==> config.mk <==
export PLATFORM = sky130hd
export DESIGN_NAME = ddc_edid_reader
export DESIGN_NICKNAME = d
export VERILOG_FILES = /design/src/hw/rtl/ddc_pkg.sv /design/src/hw/rtl/ddc_edid_reader.sv /design/src/hw/rtl/ddc_core.sv
export SDC_FILE = /design/constraint.sdc
export NUM_CORES = 1
export LEC_CHECK = 0
export BUFFER_PORTS_ARGS = -buffer_cell sky130_fd_sc_hd__buf_4
export CAP_MARGIN = 20
export CORE_MARGIN = 10
export CORE_UTILIZATION = 35
export DETAILED_ROUTE_END_ITERATION = 8
export SYNTH_ARGS = -nofsm -noshare
export SYNTH_HDL_FRONTEND = slang
export SYNTH_SLANG_ARGS = --single-unit
==> constraint.sdc <==
create_clock -name clk -period 4.1 [get_ports clk]
set_clock_uncertainty 0.2 [all_clocks]
set_input_delay 0.82 -clock clk [delete_from_list [all_inputs] [get_ports clk]]
set_output_delay 0.82 -clock clk [all_outputs]
set_load 0.03 [all_outputs]
==> src/hw/rtl/ddc_pkg.sv <==
package ddc_pkg;

	localparam int BLOCK_BYTES = 128;
	localparam int EXT_COUNT_OFFSET = 126;
	localparam int CHECKSUM_OFFSET = 127;
	localparam int OFS_W = 7;

	localparam logic [1:0] CFG_HALF_PERIOD = 2'd0;
	localparam logic [1:0] CFG_TIMEOUT = 2'd1;
	localparam logic [1:0] CFG_ADDRESS = 2'd2;

	localparam logic [1:0] OUT_OK = 2'd0;
	localparam logic [1:0] OUT_SUM_ERR = 2'd1;
	localparam logic [1:0] OUT_NOT_READY = 2'd2;

	typedef struct packed {
		logic       scl_drive;
		logic       sda_enable;
		logic       sda_level;
		logic       byte_valid;
		logic [7:0] byte_value;
		logic [6:0] byte_offset;
		logic [7:0] block_number;
		logic       done_res;
		logic [1:0] outcome;
		logic       address_nack;
		logic       busy_res;
	} result_t;

	typedef struct packed {
		logic [15:0] half_period_ticks;
		logic [15:0] ready_timeout;
		logic [6:0]  device_address;
	} cfg_t;

endpackage

==> src/hw/rtl/ddc_edid_reader.sv <==
// EDID reader over a DDC bus, one result word per input word.
// Input channel (in_valid/in_ready): each word is either a tick (kind 0)
// carrying the sampled SDA level, or a begin command (kind 1).
// Output channel (out_valid/out_ready): one word per input word with the
// SCL and SDA drive, any received EDID byte with its offset and block,
// the done pulse with its outcome, the sticky address NACK flag and busy.
// The result word is registered; throughput is one word per cycle while
// out_ready is high. The sequencer state advances once per word, and bus
// timing comes from counting ticks. A skid register lets the block accept
// one more word while a result waits. in_ready then stays low until the skid
// register empties, so each receiver stall also stalls the input side.
// Reset clears the sequencer to idle and loads the default registers:
// 1000 ticks per phase, 1000 ticks timeout and device address 80.
// Registers are written through cfg_we/cfg_index/cfg_data while idle:
// a rule for the user, which the block itself does not enforce.
module ddc_edid_reader
	import ddc_pkg::*;
(
	input  logic        clk,
	input  logic        arst_n,
	input  logic        cfg_we,
	input  logic [1:0]  cfg_index,
	input  logic [15:0] cfg_data,
	input  logic        in_valid,
	output logic        in_ready,
	input  logic        kind,
	input  logic        sda_sample,
	output logic        out_valid,
	input  logic        out_ready,
	output logic        scl_drive,
	output logic        sda_enable,
	output logic        sda_level,
	output logic        byte_valid,
	output logic [7:0]  byte_value,
	output logic [6:0]  byte_offset,
	output logic [7:0]  block_number,
	output logic        done_res,
	output logic [1:0]  outcome,
	output logic        address_nack,
	output logic        busy_res
);

	cfg_t    cfg_q;
	result_t res;
	result_t out_q, skid_q;
	logic    skid_valid_q;
	logic    step;

	always_ff @(posedge clk or negedge arst_n) begin
		if (!arst_n) begin
			cfg_q.half_period_ticks <= 16'd1000;
			cfg_q.ready_timeout <= 16'd1000;
			cfg_q.device_address <= 7'd80;
		end else if (cfg_we) begin
			unique case (cfg_index)
				CFG_HALF_PERIOD: cfg_q.half_period_ticks <= cfg_data;
				CFG_TIMEOUT: cfg_q.ready_timeout <= cfg_data;
				CFG_ADDRESS: cfg_q.device_address <= cfg_data[6:0];
				default: ;
			endcase
		end
	end

	assign in_ready = !skid_valid_q;
	assign step = in_valid && in_ready;

	ddc_core u_core (
		.clk(clk), .arst_n(arst_n), .cfg(cfg_q), .step(step),
		.kind(kind), .sda_sample(sda_sample), .res(res)
	);

	always_ff @(posedge clk or negedge arst_n) begin
		if (!arst_n) begin
			out_valid <= 1'b0;
			skid_valid_q <= 1'b0;
		end else begin
			if (!out_valid || out_ready) begin
				if (skid_valid_q) begin
					out_valid <= 1'b1;
					skid_valid_q <= 1'b0;
				end else begin
					out_valid <= step;
				end
			end else if (step) begin
				skid_valid_q <= 1'b1;
			end
		end
	end

	always_ff @(posedge clk) begin
		if (!out_valid || out_ready) begin
			out_q <= skid_valid_q ? skid_q : res;
		end
		if (step && out_valid && !out_ready) begin
			skid_q <= res;
		end
	end

	assign scl_drive = out_q.scl_drive;
	assign sda_enable = out_q.sda_enable;
	assign sda_level = out_q.sda_level;
	assign byte_valid = out_q.byte_valid;
	assign byte_value = out_q.byte_value;
	assign byte_offset = out_q.byte_offset;
	assign block_number = out_q.block_number;
	assign done_res = out_q.done_res;
	assign outcome = out_q.outcome;
	assign address_nack = out_q.address_nack;
	assign busy_res = out_q.busy_res;

	assert property (@(posedge clk) disable iff (!arst_n)
		skid_valid_q |-> out_valid) else $error("skid full with output empty");
	assert property (@(posedge clk) disable iff (!arst_n)
		(out_valid && !out_ready && skid_valid_q) |=> !in_ready)
		else $error("accepted word with no room");
	assert property (@(posedge clk) disable iff (!arst_n)
		step |=> out_valid) else $error("accepted word lost");

endmodule

==> src/hw/rtl/ddc_core.sv <==
module ddc_core
	import ddc_pkg::*;
(
	input  logic    clk,
	input  logic    arst_n,
	input  cfg_t    cfg,
	input  logic    step,
	input  logic    kind,
	input  logic    sda_sample,
	output result_t res
);

	typedef enum logic [3:0] {
		PH_IDLE, PH_READY, PH_RS1, PH_RS2, PH_ST1, PH_WB1, PH_WB2,
		PH_RB1, PH_RB2, PH_RB3, PH_SP1, PH_SP2, PH_SP3
	} phase_t;

	typedef enum logic [2:0] {
		STG_WADDR, STG_OFFSET, STG_RESTART, STG_RADDR, STG_READ
	} stage_t;

	phase_t      phase_q, phase_d;
	stage_t      stage_q, stage_d;
	logic [3:0]  bit_count_q, bit_count_d;
	logic [7:0]  shift_q, shift_d;
	logic [15:0] delay_q, delay_d;
	logic [15:0] wait_q, wait_d;
	logic [6:0]  offset_q, offset_d;
	logic [7:0]  block_q, block_d;
	logic [7:0]  ext_q, ext_d;
	logic [7:0]  sum_q, sum_d;
	logic        started_q, started_d;
	logic        nack_q, nack_d;
	logic        fail_q, fail_d;

	logic [15:0] hp;
	logic        last;
	logic        wbit;
	logic        last_byte;
	logic [7:0]  sum_new;
	result_t     r;

	always_comb begin
		hp = (cfg.half_period_ticks == 16'd0) ? 16'd1 : cfg.half_period_ticks;
		last = ({1'b0, delay_q} + 17'd1) >= {1'b0, hp};
		last_byte = (offset_q == OFS_W'(BLOCK_BYTES - 1)) && (block_q == ext_q);
		wbit = (stage_q == STG_READ) ? last_byte : shift_q[7];
		sum_new = sum_q + shift_q;

		phase_d = phase_q; stage_d = stage_q; bit_count_d = bit_count_q;
		shift_d = shift_q; delay_d = delay_q; wait_d = wait_q;
		offset_d = offset_q; block_d = block_q; ext_d = ext_q; sum_d = sum_q;
		started_d = started_q; nack_d = nack_q; fail_d = fail_q;
		r = '0;
		r.scl_drive = 1'b1;

		if (kind) begin
			phase_d = PH_READY; stage_d = STG_WADDR; bit_count_d = '0;
			shift_d = '0; delay_d = '0; wait_d = cfg.ready_timeout;
			offset_d = '0; block_d = '0; ext_d = '0; sum_d = '0;
			started_d = 1'b0; nack_d = 1'b0; fail_d = 1'b0;
		end else if (phase_q == PH_READY) begin
			if (wait_q != 16'd0 && sda_sample) begin
				stage_d = STG_WADDR;
				phase_d = started_q ? PH_RS1 : PH_ST1;
				delay_d = '0;
			end else if (wait_q <= 16'd1) begin
				wait_d = '0;
				phase_d = PH_IDLE;
				r.done_res = 1'b1;
				r.outcome = OUT_NOT_READY;
			end else begin
				wait_d = wait_q - 16'd1;
			end
		end else if (phase_q != PH_IDLE) begin
			unique case (phase_q)
				PH_RS1: begin r.scl_drive = 1'b0; r.sda_enable = 1'b1; r.sda_level = 1'b1; end
				PH_RS2: begin r.sda_enable = 1'b1; r.sda_level = 1'b1; end
				PH_ST1: r.sda_enable = 1'b1;
				PH_WB1: begin r.scl_drive = 1'b0; r.sda_enable = 1'b1; r.sda_level = wbit; end
				PH_WB2: begin r.sda_enable = 1'b1; r.sda_level = wbit; end
				PH_RB1: r.scl_drive = 1'b0;
				PH_SP1: begin r.scl_drive = 1'b0; r.sda_enable = 1'b1; end
				PH_SP2: r.sda_enable = 1'b1;
				default: ;
			endcase
			if (phase_q == PH_RB2 && last) begin
				if (stage_q == STG_READ) shift_d = {shift_q[6:0], sda_sample};
				else nack_d = nack_q | sda_sample;
			end
			if (!last) begin
				delay_d = delay_q + 16'd1;
			end else begin
				delay_d = '0;
				unique case (phase_q)
					PH_RS1: phase_d = PH_RS2;
					PH_RS2: phase_d = PH_ST1;
					PH_ST1: begin
						started_d = 1'b1;
						if (stage_q == STG_WADDR) begin
							shift_d = {cfg.device_address, 1'b0};
						end else begin
							stage_d = STG_RADDR;
							shift_d = {cfg.device_address, 1'b1};
						end
						bit_count_d = '0;
						phase_d = PH_WB1;
					end
					PH_WB1: phase_d = PH_WB2;
					PH_WB2: begin
						if (stage_q != STG_READ) begin
							if (bit_count_q < 4'd7) begin
								bit_count_d = bit_count_q + 4'd1;
								shift_d = {shift_q[6:0], 1'b0};
								phase_d = PH_WB1;
							end else begin
								phase_d = PH_RB1;
							end
						end else begin
							r.byte_valid = 1'b1;
							r.byte_value = shift_q;
							r.byte_offset = offset_q;
							r.block_number = block_q;
							sum_d = sum_new;
							if (block_q == 8'd0 && offset_q == OFS_W'(EXT_COUNT_OFFSET))
								ext_d = shift_q;
							bit_count_d = '0;
							shift_d = '0;
							if (offset_q == OFS_W'(CHECKSUM_OFFSET) && sum_new != 8'd0) begin
								fail_d = 1'b1;
								phase_d = PH_SP1;
							end else if (offset_q >= OFS_W'(BLOCK_BYTES - 1)) begin
								if (block_q == ext_d) begin
									phase_d = PH_SP1;
								end else begin
									block_d = block_q + 8'd1;
									offset_d = '0;
									sum_d = '0;
									phase_d = PH_RB1;
								end
							end else begin
								offset_d = offset_q + 7'd1;
								phase_d = PH_RB1;
							end
						end
					end
					PH_RB1: phase_d = PH_RB2;
					PH_RB2: phase_d = PH_RB3;
					PH_RB3: begin
						unique case (stage_q)
							STG_WADDR: begin
								stage_d = STG_OFFSET; shift_d = '0;
								bit_count_d = '0; phase_d = PH_WB1;
							end
							STG_OFFSET: begin
								stage_d = STG_RESTART;
								phase_d = started_q ? PH_RS1 : PH_ST1;
							end
							STG_RADDR: begin
								stage_d = STG_READ; shift_d = '0;
								bit_count_d = '0; phase_d = PH_RB1;
							end
							STG_READ: begin
								if (bit_count_q < 4'd7) begin
									bit_count_d = bit_count_q + 4'd1;
									phase_d = PH_RB1;
								end else begin
									phase_d = PH_WB1;
								end
							end
							default: phase_d = PH_IDLE;
						endcase
					end
					PH_SP1: phase_d = PH_SP2;
					PH_SP2: phase_d = PH_SP3;
					default: begin
						started_d = 1'b0;
						phase_d = PH_IDLE;
						r.done_res = 1'b1;
						r.outcome = fail_q ? OUT_SUM_ERR : OUT_OK;
					end
				endcase
			end
		end
		r.address_nack = nack_d;
		r.busy_res = (phase_d != PH_IDLE);
		res = r;
	end

	always_ff @(posedge clk or negedge arst_n) begin
		if (!arst_n) begin
			phase_q <= PH_IDLE; stage_q <= STG_WADDR; bit_count_q <= '0;
			shift_q <= '0; delay_q <= '0; wait_q <= '0; offset_q <= '0;
			block_q <= '0; ext_q <= '0; sum_q <= '0; started_q <= 1'b0;
			nack_q <= 1'b0; fail_q <= 1'b0;
		end else if (step) begin
			phase_q <= phase_d; stage_q <= stage_d; bit_count_q <= bit_count_d;
			shift_q <= shift_d; delay_q <= delay_d; wait_q <= wait_d;
			offset_q <= offset_d; block_q <= block_d; ext_q <= ext_d;
			sum_q <= sum_d; started_q <= started_d; nack_q <= nack_d;
			fail_q <= fail_d;
		end
	end

	assert property (@(posedge clk) disable iff (!arst_n)
		(step && r.done_res) |-> !r.busy_res) else $error("done while busy");
	assert property (@(posedge clk) disable iff (!arst_n)
		(step && r.byte_valid) |-> (stage_q == STG_READ)) else $error("byte outside read");
	assert property (@(posedge clk) disable iff (!arst_n)
		bit_count_q <= 4'd7) else $error("bit count overflow");

endmodule

==> results of run 1 <==
-- logic make-up after synthesis --
logic type / share of synthesized area [%]
adder cells (fa/ha/maj): 4.37
XOR/XNOR: 3.01
AO/OA/AOI/OAI: 16.4
AND/OR/NAND/NOR: 15.9
flip-flops: 50.0
buffers and inverters: 3.35
multiplexers: 6.96
-- what timing repair did --
item / 4_1_cts / 5_1_grt
pin swaps: 7 / 16
gates resized for setup: 9 / 20
hold buffers: 0 / 0
buffers inserted: 11 / 4
setup endpoints to repair: 19 / 52
gates cloned: 1 / 0
-- synthesized netlist by cell type, types with 5 or more instances --
cell type,instances
and2_1,18
nor3_1,24
nand2_1,92
o21ai_1,7
nand4_1,10
inv_1,44
o21ai_0,84
mux2i_1,9
ha_1,34
xnor2_1,24
clkbuf_1,32
buf_2,6
a21oi_1,40
o221ai_1,9
and3_1,5
a21o_1,5
or3_1,5
dfstp_2,14
nor4_1,16
a32o_1,8
o22ai_1,9
nand2b_1,6
edfxtp_1,64
a31oi_1,5
a22oi_1,11
nor2_1,72
xor2_1,11
mux2_2,54
or2_2,7
nand3_1,31
nor3b_1,7
dfrtp_1,112
a22o_1,17
-- final timing paths --
kind                                   start             to  slack, ns  cells past startpoint
min in group clk               u_core.nack_q  u_core.nack_q       0.29                      2
max reg2reg                u_core.delay_q[0]       busy_res       0.12                     17
min                                   arst_n      cfg_q[23]       0.17                      1
min reg2reg                    u_core.nack_q  u_core.nack_q       0.29                      2
max                        u_core.delay_q[0]       busy_res       0.12                     17
max in group asynchronous             arst_n      cfg_q[12]       2.63                      2
-- flip-flops by register name, indices dropped and copies added, names as in the netlist, 16 cells and up --
register and count:
skid_q 32, u_core.wait_q 16, u_core.delay_q 16, cfg_q 39
-- where the power goes --
group          switching (mW)  internal (mW)  total [mW]
clock                   0.789          0.920        1.71
sequential              0.166           2.19        2.35
combinational           0.608          0.393        1.00
-- per-layer routing --
| metal | GRT usage [%] | wire, µm | part of all wire [%] |
|---|---|---|---|
| met1 | 19.7 | 12300 | 48 |
| met2 | 20.6 | 11100 | 44 |
| met3 | 3.09 | 1440 | 5.7 |
| met4 | 5.27 | 595 | 2.3 |
| met5 | 0 | 0 | 0 |
-- cell type report --
cell class                 instances  area [µm²]  share of cell area [%]
tap                              384         480                    3.93
clock inverter                    15         176                    1.44
inverter                          45         169                    1.38
sequential                       190        5090                    41.6
timing repair buffer             124         992                    8.11
multi-input combinational        700        4900                    40.0
clock buffer                      17         425                    3.48
-- per-stage QoR --
step                      hold WS, ns  power (mW)  utilization [%]  std cells  worst slack, ns
after floorplan                 0.245        3.02                -        977           0.0475
after global placement          0.269        3.34             39.5       1427          -0.0152
after detailed placement        0.272        3.35             39.5       1427           -0.140
after CTS                       0.189        5.08             42.2       1471         -0.00825
after global routing            0.217        5.33             42.6       1475          -0.0457
final                           0.166        5.06             42.6       1475            0.116
==> qor.csv, run 1 <==
stage,metric,value,unit
sta,fmax,251,MHz
floorplan,rows,62,
sta,drv_slew,0,
floorplan,core,0.0287,mm²
power,max-vdd-ir-drop,285,µV
critical_path,crit_chain,buf_4 > nand3_1 > nor2_4 > buf_6 > nand3_2 > xnor2_2 > ha_1 > nand4_1 > or4_4 > a211oi_4 > buf_4 > nor3_4 > buf_6 > or3_4 > o221ai_2 > o21ai_2 > a41oi_2,
logic_synthesis,synthesis.nets,1037,
floorplan,die_x,191,µm
routing,drt_drc_violations_left,0,
min_path,min_path_type,input port to asynchronous set/reset pin,
logic_synthesis,ys_seq_area_share,50.0,%
logic_synthesis,synth_ff_type,dfrtp_1,
place,gp_congestion,0.944,
cells_and_area,fin_area,0.0122,mm²
critical_path,crit_family,simple AND/OR/NAND/NOR gates,
routing,drtPass1Iterations,5,
logic_synthesis,avgSynthCellArea,10.4,µm²
global_route,grt_pass1_vias,7625,
critical_path,worstPathMaxFanout,7,
place,placed_cell_area,0.0113,mm²
sta,tightest_slew,0.912,ns
routing,via_per_inst,5.37,
global_route,grt_pass1_wl,41400,µm
logic_synthesis,yosysTopAreaCellShare,27.5,%
routing,drt_iter0_drc,640,
critical_path,endpoint_kind,flip-flop,
floorplan,io_pins,59,
power,p_per_area,414,mW/mm²
cells_and_area,layout_common_cells,"buf_4, dfrtp_1, nand2_1",
power,p_leak,5.23,nW
logic_synthesis,yosysWarnings,0,
place,port_buffers,58,
clock_tree,cts_root_buf,clkbuf_16,
logic_synthesis,synth_edf_count,64,
clock_tree,cts_num_sinks,190,
critical_path,crit_buf_inv,4,
cells_and_area,final_common_cell,buf_4,
critical_path,required,4.19,ns
floorplan,start_util,35.5,%
sta,setup_viol,0,
logic_synthesis,syn-cell-area,0.0102,mm²
critical_path,max_stage_delay,0.51,ns
clock_tree,numCtsBuffers,17,
logic_synthesis,synthTopCellsByArea,"dfrtp_1, edfxtp_1, mux2_2, ha_1, o21ai_0",
clock_tree,clk_latency,0.45,ns
place,hpwl,18200,µm
cells_and_area,drive_gt1_share,25.0,%
status,status,"finished, final reports clean",
sta,finalSetupTns,0,ns
logic_synthesis,synthArstFlopShare,66.3,%
logic_synthesis,ys_types,87,
critical_path,slowest_stage,or4_4,
cells_and_area,areaGrowthSynthToFinish,20.1,%
sta,hold_viol,0,
cells_and_area,fin_nets,1138,
global_route,grt_max_degree,84,
global_route,grtUsageTotal,14.0,%
floorplan,dieHeight,191,µm
critical_path,critPathLaunchType,flip-flop,
logic_synthesis,ys_ff_latch,190,
critical_path,cp.arrival,4.07,ns
cells_and_area,diodes,0,
clock_tree,clockBufferDepth,2,
run,max_cap_violations,0,
sta,fin_crit_sh,97.2,%
clock_tree,h-tree-depth,4,
clock_tree,clk_pin_slew,0.08,ns
global_route,antenna_found_initial,0,
sta,fin_crit,3.98,ns
global_route,overflow,0,
routing,wl_per_cell,17.2,µm
logic_synthesis,syn_inst,977,
clock_tree,cts_tree,done,
cells_and_area,nFillCells,2760,
sta,relSlewSlack,39.0,%
critical_path,criticalPathCategory,flip-flop to flip-flop,
routing,vias,7916,
floorplan,die_area,0.0363,mm²
routing,ant_nets,0,
routing,wl,25400,µm
logic_synthesis,yosys.area.top_type,dfrtp_1,
(Power assumes the default switching activity.)
==> inputs of run 2 (changes only) <==
--- a/config.mk
+++ b/config.mk
@@ -5,6 +5,7 @@
 export SDC_FILE = /design/constraint.sdc
 export NUM_CORES = 1
 export LEC_CHECK = 0
+export ABC_AREA = 1
 export BUFFER_PORTS_ARGS = -buffer_cell sky130_fd_sc_hd__buf_4
 export CAP_MARGIN = 20
 export CORE_MARGIN = 10
==> run 2 against run 1 <==
Net effect: core utilization grew 0.44 points; critical endpoint is now u_core.block_q[7]; via count grew 10%; combinational power grew 50%; sequential power grew 6%; worst setup slack gained 0.0064 ns; register-to-register slack is essentially flat; global-route usage grew 0.099 points; critical path depth grew 17; cell count grew 19%; design area grew 4.0%; wire length grew 2.9%; non-clock buffer count shrank 13.
==> qor.csv, run 2 <==
stage,metric,value,unit,change
critical_path,endpoint_kind,flip-flop,,unchanged
logic_synthesis,synth_ff_type,dfrtp_1,,unchanged
routing,drtPass1Iterations,6,,was 5
cells_and_area,fin_area,0.0127,mm²,was 0.0122 mm²
place,hpwl,18900,µm,was 18200 µm
sta,tightest_slew,0.996,ns,was 0.912 ns
cells_and_area,nFillCells,2925,,was 2760
cells_and_area,multi_input_area,0.00496,mm²,was 0.00490 mm²
critical_path,max_stage_delay,0.39,ns,was 0.51 ns
cells_and_area,ff_latch_area,0.00509,mm²,unchanged
cells_and_area,areaGrowthSynthToFinish,21.6,%,was 20.1%
critical_path,required,4.26,ns,was 4.19 ns
sta,setup_viol,0,,unchanged
floorplan,io_pins,59,,unchanged
sta,fin_crit_sh,97.0,%,was 97.2%
critical_path,critPathLaunchType,flip-flop,,unchanged
floorplan,core,0.0296,mm²,was 0.0287 mm²
global_route,grtUsageTotal,14.1,%,was 14.0%
critical_path,criticalPathCategory,flip-flop to flip-flop,,unchanged
logic_synthesis,synthesis.nets,1316,,was 1037
global_route,grt_pass1_vias,8553,,was 7625
logic_synthesis,netlist_top_cells_count,"nand2_1, inv_1, o21ai_0",,"was dfrtp_1, nand2_1, o21ai_0"
logic_synthesis,syn-cell-area,0.0105,mm²,was 0.0102 mm²
routing,wl,26100,µm,was 25400 µm
clock_tree,cts_tree,done,,unchanged
critical_path,cp.arrival,4.14,ns,was 4.07 ns
cells_and_area,largest_reg_flops,39,,unchanged
global_route,overflow,0,,unchanged
global_route,grt_pass1_wl,43100,µm,was 41400 µm
global_route,grt_max_degree,56,,was 84
floorplan,die_area,0.0372,mm²,was 0.0363 mm²
sta,rsz0062_at_grt,true,,
min_path,min_path_type,input port to asynchronous set/reset pin,,unchanged
critical_path,crit_family,simple AND/OR/NAND/NOR gates,,unchanged
status,status,"finished, final reports clean",,unchanged
logic_synthesis,syn_inst,1256,,was 977
cells_and_area,largest_register,cfg_q,,unchanged
logic_synthesis,ys_ff_latch,190,,unchanged
logic_synthesis,yosys.area.top_type,dfrtp_1,,unchanged
clock_tree,clk_latency,0.45,ns,about the same
logic_synthesis,synthTopCellsByArea,"dfrtp_1, edfxtp_1, nand2_1, o21ai_0, inv_1",,"was dfrtp_1, edfxtp_1, mux2_2, ha_1, o21ai_0"
clock_tree,numCtsBuffers,17,,unchanged
sta,fmax,251,MHz,about the same
routing,drt_iter0_drc,663,,was 640
floorplan,start_util,35.4,%,was 35.5%
power,p_leak,5.87,nW,was 5.23 nW
place,dp.cells,1710,,was 1427
run,max_cap_violations,0,,unchanged
cells_and_area,final_common_cell,nand2_1,,was buf_4
routing,ant_nets,0,,unchanged
routing,via_per_inst,4.97,,was 5.37
place,port_buffers,58,,unchanged
cells_and_area,layout_common_cells,"nand2_1, inv_1, dfrtp_1",,"was buf_4, dfrtp_1, nand2_1"
logic_synthesis,yosysMostFrequentCell,nand2_1,,was dfrtp_1
place,placed_cell_area,0.0115,mm²,was 0.0113 mm²
cells_and_area,diodes,0,,unchanged
logic_synthesis,yosysTopAreaCellShare,26.8,%,was 27.5%
cells_and_area,top_regs,"cfg_q: 39 flops, skid_q: 32 flops",,unchanged
sta,fin_crit,3.98,ns,about the same
routing,vias,8742,,was 7916
critical_path,crit_buf_inv,7,,was 4
power,max-vdd-ir-drop,295,µV,was 285 µV
sta,relSlewSlack,33.4,%,was 39.0%
logic_synthesis,synth_edf_count,64,,unchanged
logic_synthesis,ys_seq_area_share,48.6,%,was 50.0%
place,gp_congestion,0.895,,was 0.944
power,p_per_area,450,mW/mm²,was 414 mW/mm²
clock_tree,clk_pin_slew,0.09,ns,was 0.08 ns
clock_tree,h-tree-depth,4,,unchanged
cells_and_area,fin_nets,1416,,was 1138
sta,finalSetupTns,0,ns,unchanged
critical_path,crit_path_frequent_cell,nand2_2,,
floorplan,dieHeight,193,µm,was 191 µm
cells_and_area,finalNonFillerCells,1759,,was 1475
global_route,antenna_found_initial,0,,unchanged
clock_tree,cts_num_sinks,190,,unchanged
routing,wl_per_cell,14.9,µm,was 17.2 µm
floorplan,rows,63,,was 62
clock_tree,hold_buffers,0,,unchanged
critical_path,worstPathMaxFanout,6,,was 7
power,power,5.73,mW,was 5.06 mW
cells_and_area,drive_gt1_share,20.2,%,was 25.0%
sta,drv_slew,0,,unchanged
logic_synthesis,ys_types,60,,was 87
floorplan,die_x,193,µm,was 191 µm
clock_tree,clockBufferDepth,2,,unchanged
clock_tree,cts_root_buf,clkbuf_16,,unchanged
logic_synthesis,avgSynthCellArea,8.34,µm²,was 10.4 µm²
sta,hold_viol,0,,unchanged
critical_path,slowest_stage,dfrtp_1,,was or4_4
logic_synthesis,yosysWarnings,0,,unchanged
logic_synthesis,synthArstFlopShare,66.3,%,unchanged
routing,drt_drc_violations_left,0,,unchanged
run 2: cell types whose count changed after synthesis, moves of 20 or more:
| cell | change |
|---|---|
| nand3_1 | +32 |
| o21ai_0 | +42 |
| nor2_1 | +41 |
| nand2_1 | +222 |
| inv_1 | +119 |
| xnor2_1 | -20 |
| mux2_2 | -41 |
run 2: layout make-up:
type / count / share of cell area (%)
Clock inverter: 15 / 1.45
Timing Repair Buffer: 111 / 6.89
Inverter: 174 / 5.30
Timing Repair inverter: 2 / 0.216
Sequential cell: 190 / 40.0
Multi-Input combinational cell: 860 / 39.0
Tap cell: 390 / 3.83
Clock buffer: 17 / 3.34
run 2: path summary, 6_finish.rpt:
kind	start	end	slack [ns]	cells past startpoint
max	u_core.delay_q[1]	u_core.block_q[7]	0.12	34
max in group asynchronous	arst_n	u_core.phase_q[0]	2.64	2
min in group clk	cfg_q[11]	cfg_q[11]	0.29	2
max reg2reg	u_core.delay_q[1]	u_core.block_q[7]	0.12	34
min reg2reg	cfg_q[11]	cfg_q[11]	0.29	2
min	arst_n	cfg_q[19]	0.22	1
run 2: cell families (layout without fill, tap and decap cells):
logic type | count (synthesis) | after routing | synth area share (%)
AOI/OAI and AO/OA | 230 | 230 | 12.8
buffers and inverters | 206 | 319 | 7.66
adders and majority gates | 35 | 35 | 4.25
muxes | 13 | 13 | 1.40
and+or+nand+nor | 553 | 553 | 22.8
xor gates and xnor gates | 29 | 29 | 2.43
DFF | 190 | 190 | 48.6
run 2: worst reg2reg max path: cells and delay by family, from the launching register on:
family / cells / cell delay (ns)
simple gates: 24 / 2.19
fa+ha+maj: 2 / 0.47
flops: 1 / 0.39
buf+inv: 7 / 0.59
compound gates: 1 / 0.07
run 2: through the flow:
step                worst slack, ns  util, %  hold slack, ns
finish                        0.122     43.1           0.218
global route                 -0.224     43.1           0.269
CTS                          0.0129     41.4           0.242
detailed placement           -0.117     39.1           0.273
global placement             0.0614     39.1           0.271
floorplan                     0.355        -           0.253
run 2: per-layer routing:
| metal | track usage [%] | vias up | routed length [µm] | part of all wire, % |
|---|---|---|---|---|
| li1 | - | 4367 | - | - |
| met1 | 19.0 | 4165 | 12400 | 48 |
| met2 | 23.5 | 192 | 12300 | 47 |
| met3 | 2.19 | 18 | 1180 | 4.5 |
| met4 | 3.17 | 0 | 218 | 0.83 |
| met5 | 0 | - | 0 | 0 |
run 2: timing repair:
action / CTS / global route
endpoints found under the hold margin: 0 / 0
resized for setup: 13 / 123
cloned: 0 / 2
setup endpoints to repair: 66 / 124
setup buffers: 4 / 11
pin swaps: 7 / 32
run 2: power by group:
group,internal (mW),leakage (nW),switching [mW]
registers,2.27,2.26,0.237
clock network,0.882,0.298,0.845
logic,0.534,3.31,0.963
total,3.68,5.87,2.04
==> inputs of run 3 (changes only) <==
--- a/config.mk
+++ b/config.mk
@@ -9,8 +9,9 @@
 export BUFFER_PORTS_ARGS = -buffer_cell sky130_fd_sc_hd__buf_4
 export CAP_MARGIN = 20
 export CORE_MARGIN = 10
-export CORE_UTILIZATION = 35
+export CORE_UTILIZATION = 55
 export DETAILED_ROUTE_END_ITERATION = 8
+export PLACE_DENSITY = 0.76
 export SYNTH_ARGS = -nofsm -noshare
 export SYNTH_HDL_FRONTEND = slang
 export SYNTH_SLANG_ARGS = --single-unit
==> run 3 against run 2 <==
Net effect: the run now ends with setup timing left; sequential power barely moved; sequential share of layout area rose by 0.61 points; largest cell class unchanged; critical path depth decreased by 1; largest power group unchanged; wire length up 0.12%; first-iteration DRC count up 33%; critical endpoint is now byte_value[1]; highest routed layer unchanged; combinational power rose by 3%; count of clock-buffer cells in the layout unchanged; design area shrank 1.5%; global-route usage up 6.1 points; clock power grew 2%.
==> qor.csv, run 3 (same netlist as run 2, synthesis figures left out) <==
stage,metric,value,unit,change
status,status,"finished, violations left",,"was finished, final reports clean"
status,violations,setup timing,,
floorplan,io_pins,59,,unchanged
cells_and_area,final_common_cell,nand2_1,,unchanged
sta,drv_slew,0,,unchanged
sta,finalSetupTns,-0.165,ns,was 0 ns
critical_path,slowest_stage,dfrtp_1,,unchanged
sta,rsz0062_at_grt,true,,unchanged
critical_path,r2r_start,u_core.delay_q[1],,unchanged
critical_path,required,4.20,ns,was 4.26 ns
sta,fin_crit,4.15,ns,was 3.98 ns
cells_and_area,largest_reg_flops,39,,unchanged
critical_path,cp.arrival,4.25,ns,was 4.14 ns
clock_tree,clk_pin_slew,0.07,ns,was 0.09 ns
clock_tree,cts_num_sinks,190,,unchanged
cells_and_area,diodes,0,,unchanged
routing,drt_iter0_drc,879,,was 663
power,seqPwrFrac,43.1,%,was 43.7%
global_route,antenna_found_initial,0,,unchanged
clock_tree,h-tree-depth,4,,unchanged
clock_tree,hold_buffers,0,,unchanged
critical_path,crit_path_frequent_cell,nand2_2,,unchanged
floorplan,die_x,158,µm,was 193 µm
clock_tree,numCtsBuffers,17,,unchanged
place,gp_congestion,0.958,,was 0.895
critical_path,endpoint_kind,flip-flop,,unchanged
power,max-vdd-ir-drop,328,µV,was 295 µV
global_route,grt_pass1_wl,41100,µm,was 43100 µm
power,p_leak,5.84,nW,was 5.87 nW
routing,wl,26200,µm,was 26100 µm
cells_and_area,top_regs,"cfg_q: 39 flops, skid_q: 32 flops",,unchanged
power,p_clk_share,30.4,%,was 30.1%
power,p_per_area,464,mW/mm²,was 450 mW/mm²
cells_and_area,drive_gt1_share,20.4,%,was 20.2%
routing,ant_nets,0,,unchanged
floorplan,core,0.0187,mm²,was 0.0296 mm²
critical_path,criticalPathCategory,flip-flop to flip-flop,,unchanged
place,port_buffers,58,,unchanged
routing,drt_drc_violations_left,0,,unchanged
sta,fmax,241,MHz,was 251 MHz
floorplan,die_area,0.0250,mm²,was 0.0372 mm²
power,switching_share,34.8,%,was 35.7%
clock_tree,cts_tree,done,,unchanged
sta,tightest_slew,0.957,ns,was 0.996 ns
critical_path,max_stage_delay,0.38,ns,was 0.39 ns
routing,drtPass1Iterations,6,,unchanged
global_route,grt_max_degree,61,,was 56
critical_path,r2r_slack,-0.05,ns,was 0.12 ns
sta,whs,0.256,ns,was 0.218 ns
critical_path,reg2reg_depth,33,,was 34
floorplan,dieHeight,158,µm,was 193 µm
power,power.switching,2.02,mW,was 2.04 mW
clock_tree,clk_latency,0.44,ns,was 0.45 ns
power,internal_power,3.79,mW,was 3.68 mW
cells_and_area,fin_nets,1413,,was 1416
place,hpwl,18000,µm,was 18900 µm
sta,relSlewSlack,36.0,%,was 33.4%
sta,fin_crit_sh,101,%,was 97.0%
critical_path,worstPathMaxFanout,6,,unchanged
floorplan,start_util,56.0,%,was 35.4%
sta,hold_viol,0,,unchanged
cells_and_area,largest_register,cfg_q,,unchanged
routing,via_per_inst,5.62,,was 4.97
clock_tree,clockBufferDepth,2,,unchanged
cells_and_area,nFillCells,1456,,was 2925
clock_tree,cts_root_buf,clkbuf_16,,unchanged
power,power,5.81,mW,was 5.73 mW
run,max_cap_violations,0,,unchanged
cells_and_area,areaGrowthSynthToFinish,19.8,%,was 21.6%
sta,setup_viol,5,,was 0
global_route,overflow,0,,unchanged
sta,fin_ws,-0.0529,ns,was 0.122 ns
routing,wl_per_cell,16.4,µm,was 14.9 µm
critical_path,reg2reg_to,byte_value[1],,was u_core.block_q[7]
min_path,min_path_type,input port to asynchronous set/reset pin,,unchanged
cells_and_area,layout_common_cells,"nand2_1, inv_1, o21ai_0",,"was nand2_1, inv_1, dfrtp_1"
floorplan,rows,50,,was 63
global_route,grtUsageTotal,20.2,%,was 14.1%
critical_path,critPathLaunchType,flip-flop,,unchanged
routing,vias,8989,,was 8742
power,combPwrFrac,26.5,%,was 26.1%
global_route,grt_pass1_vias,8371,,was 8553
-- run 3: changes by cell type in the layout (fill, tap and decap cells not counted), moves of 4 or more --
cell      change
buf_4         -5
clkinv_8      -4
mux2_2        +4
mux2_4        -4
o21ai_0      +13
o21ai_1      -14
-- run 3: metrics by stage --
step           worst slack [ns]  area [µm²]  std cells  utilization [%]
2_1_floorplan             0.355       10500       1256                -
3_3_place_gp             0.0895       11300       1548             60.4
3_5_place_dp            -0.0443       11300       1548             60.4
4_1_cts                  0.0132       11900       1580             63.7
5_1_grt                  -0.389       12500       1600             67.0
6_report                -0.0529       12500       1600             67.0
-- run 3: repair_timing --
action,CTS,global route
buffers inserted,0,16
hold endpoints to repair,0,0
pin swaps,0,24
setup endpoints to repair,38,124
gates cloned,0,4
gates resized for setup,2,131
-- run 3: routing by layer --
| metal | vias to the layer above | GRT usage [%] | part of all wire, % |
|---|---|---|---|
| li1 | 4355 | - | - |
| met1 | 4232 | 26.5 | 43 |
| met2 | 341 | 33.3 | 49 |
| met3 | 61 | 3.72 | 6.4 |
| met4 | 0 | 6.70 | 2.4 |
| met5 | - | 0 | 0 |
-- run 3: cell type report --
type	count	area, µm²	share of cell area, %
Tap cell	234	293	2.33
Inverter	174	666	5.31
Timing Repair inverter	3	38.8	0.309
Multi-Input combinational cell	861	4990	39.8
Clock buffer	17	425	3.39
Timing Repair Buffer	106	835	6.66
Clock inverter	15	196	1.57
Sequential cell	190	5090	40.6
-- run 3: worst max-delay path by stage --
stage | cells after the start | slack (ns) | from | endpoint
5_1_grt | 33 | -0.39 | u_core.delay_q[1] | byte_value[3]
4_1_cts | 32 | 0.01 | u_core.delay_q[1] | u_core.block_q[6]
3_3_place_gp | 30 | 0.09 | u_core.delay_q[0] | byte_offset[1]
2_1_floorplan | 32 | 0.36 | u_core.delay_q[0] | u_core.shift_q[0]
3_5_place_dp | 32 | -0.04 | u_core.delay_q[1] | u_core.block_q[6]
6_report | 33 | -0.05 | u_core.delay_q[1] | byte_value[1]
-- run 3: critical path, delay by kind of cell (launching register included) --
| kind | cells | cell delay (ns) |
|---|---|---|
| flops | 1 | 0.38 |
| buf+inv | 7 | 0.59 |
| simple gates | 24 | 2.36 |
| fa+ha+maj | 2 | 0.45 |
-- run 3: power by group through the flow --
stage | registers [mW] | clock network [mW] | logic [mW]
2_1_floorplan | 2.53 | 0 | 0.990
5_1_grt | 2.54 | 1.86 | 1.73
3_5_place_dp | 2.53 | 0 | 1.42
3_3_place_gp | 2.52 | 0 | 1.39
4_1_cts | 2.50 | 1.78 | 1.44
6_report | 2.50 | 1.77 | 1.54
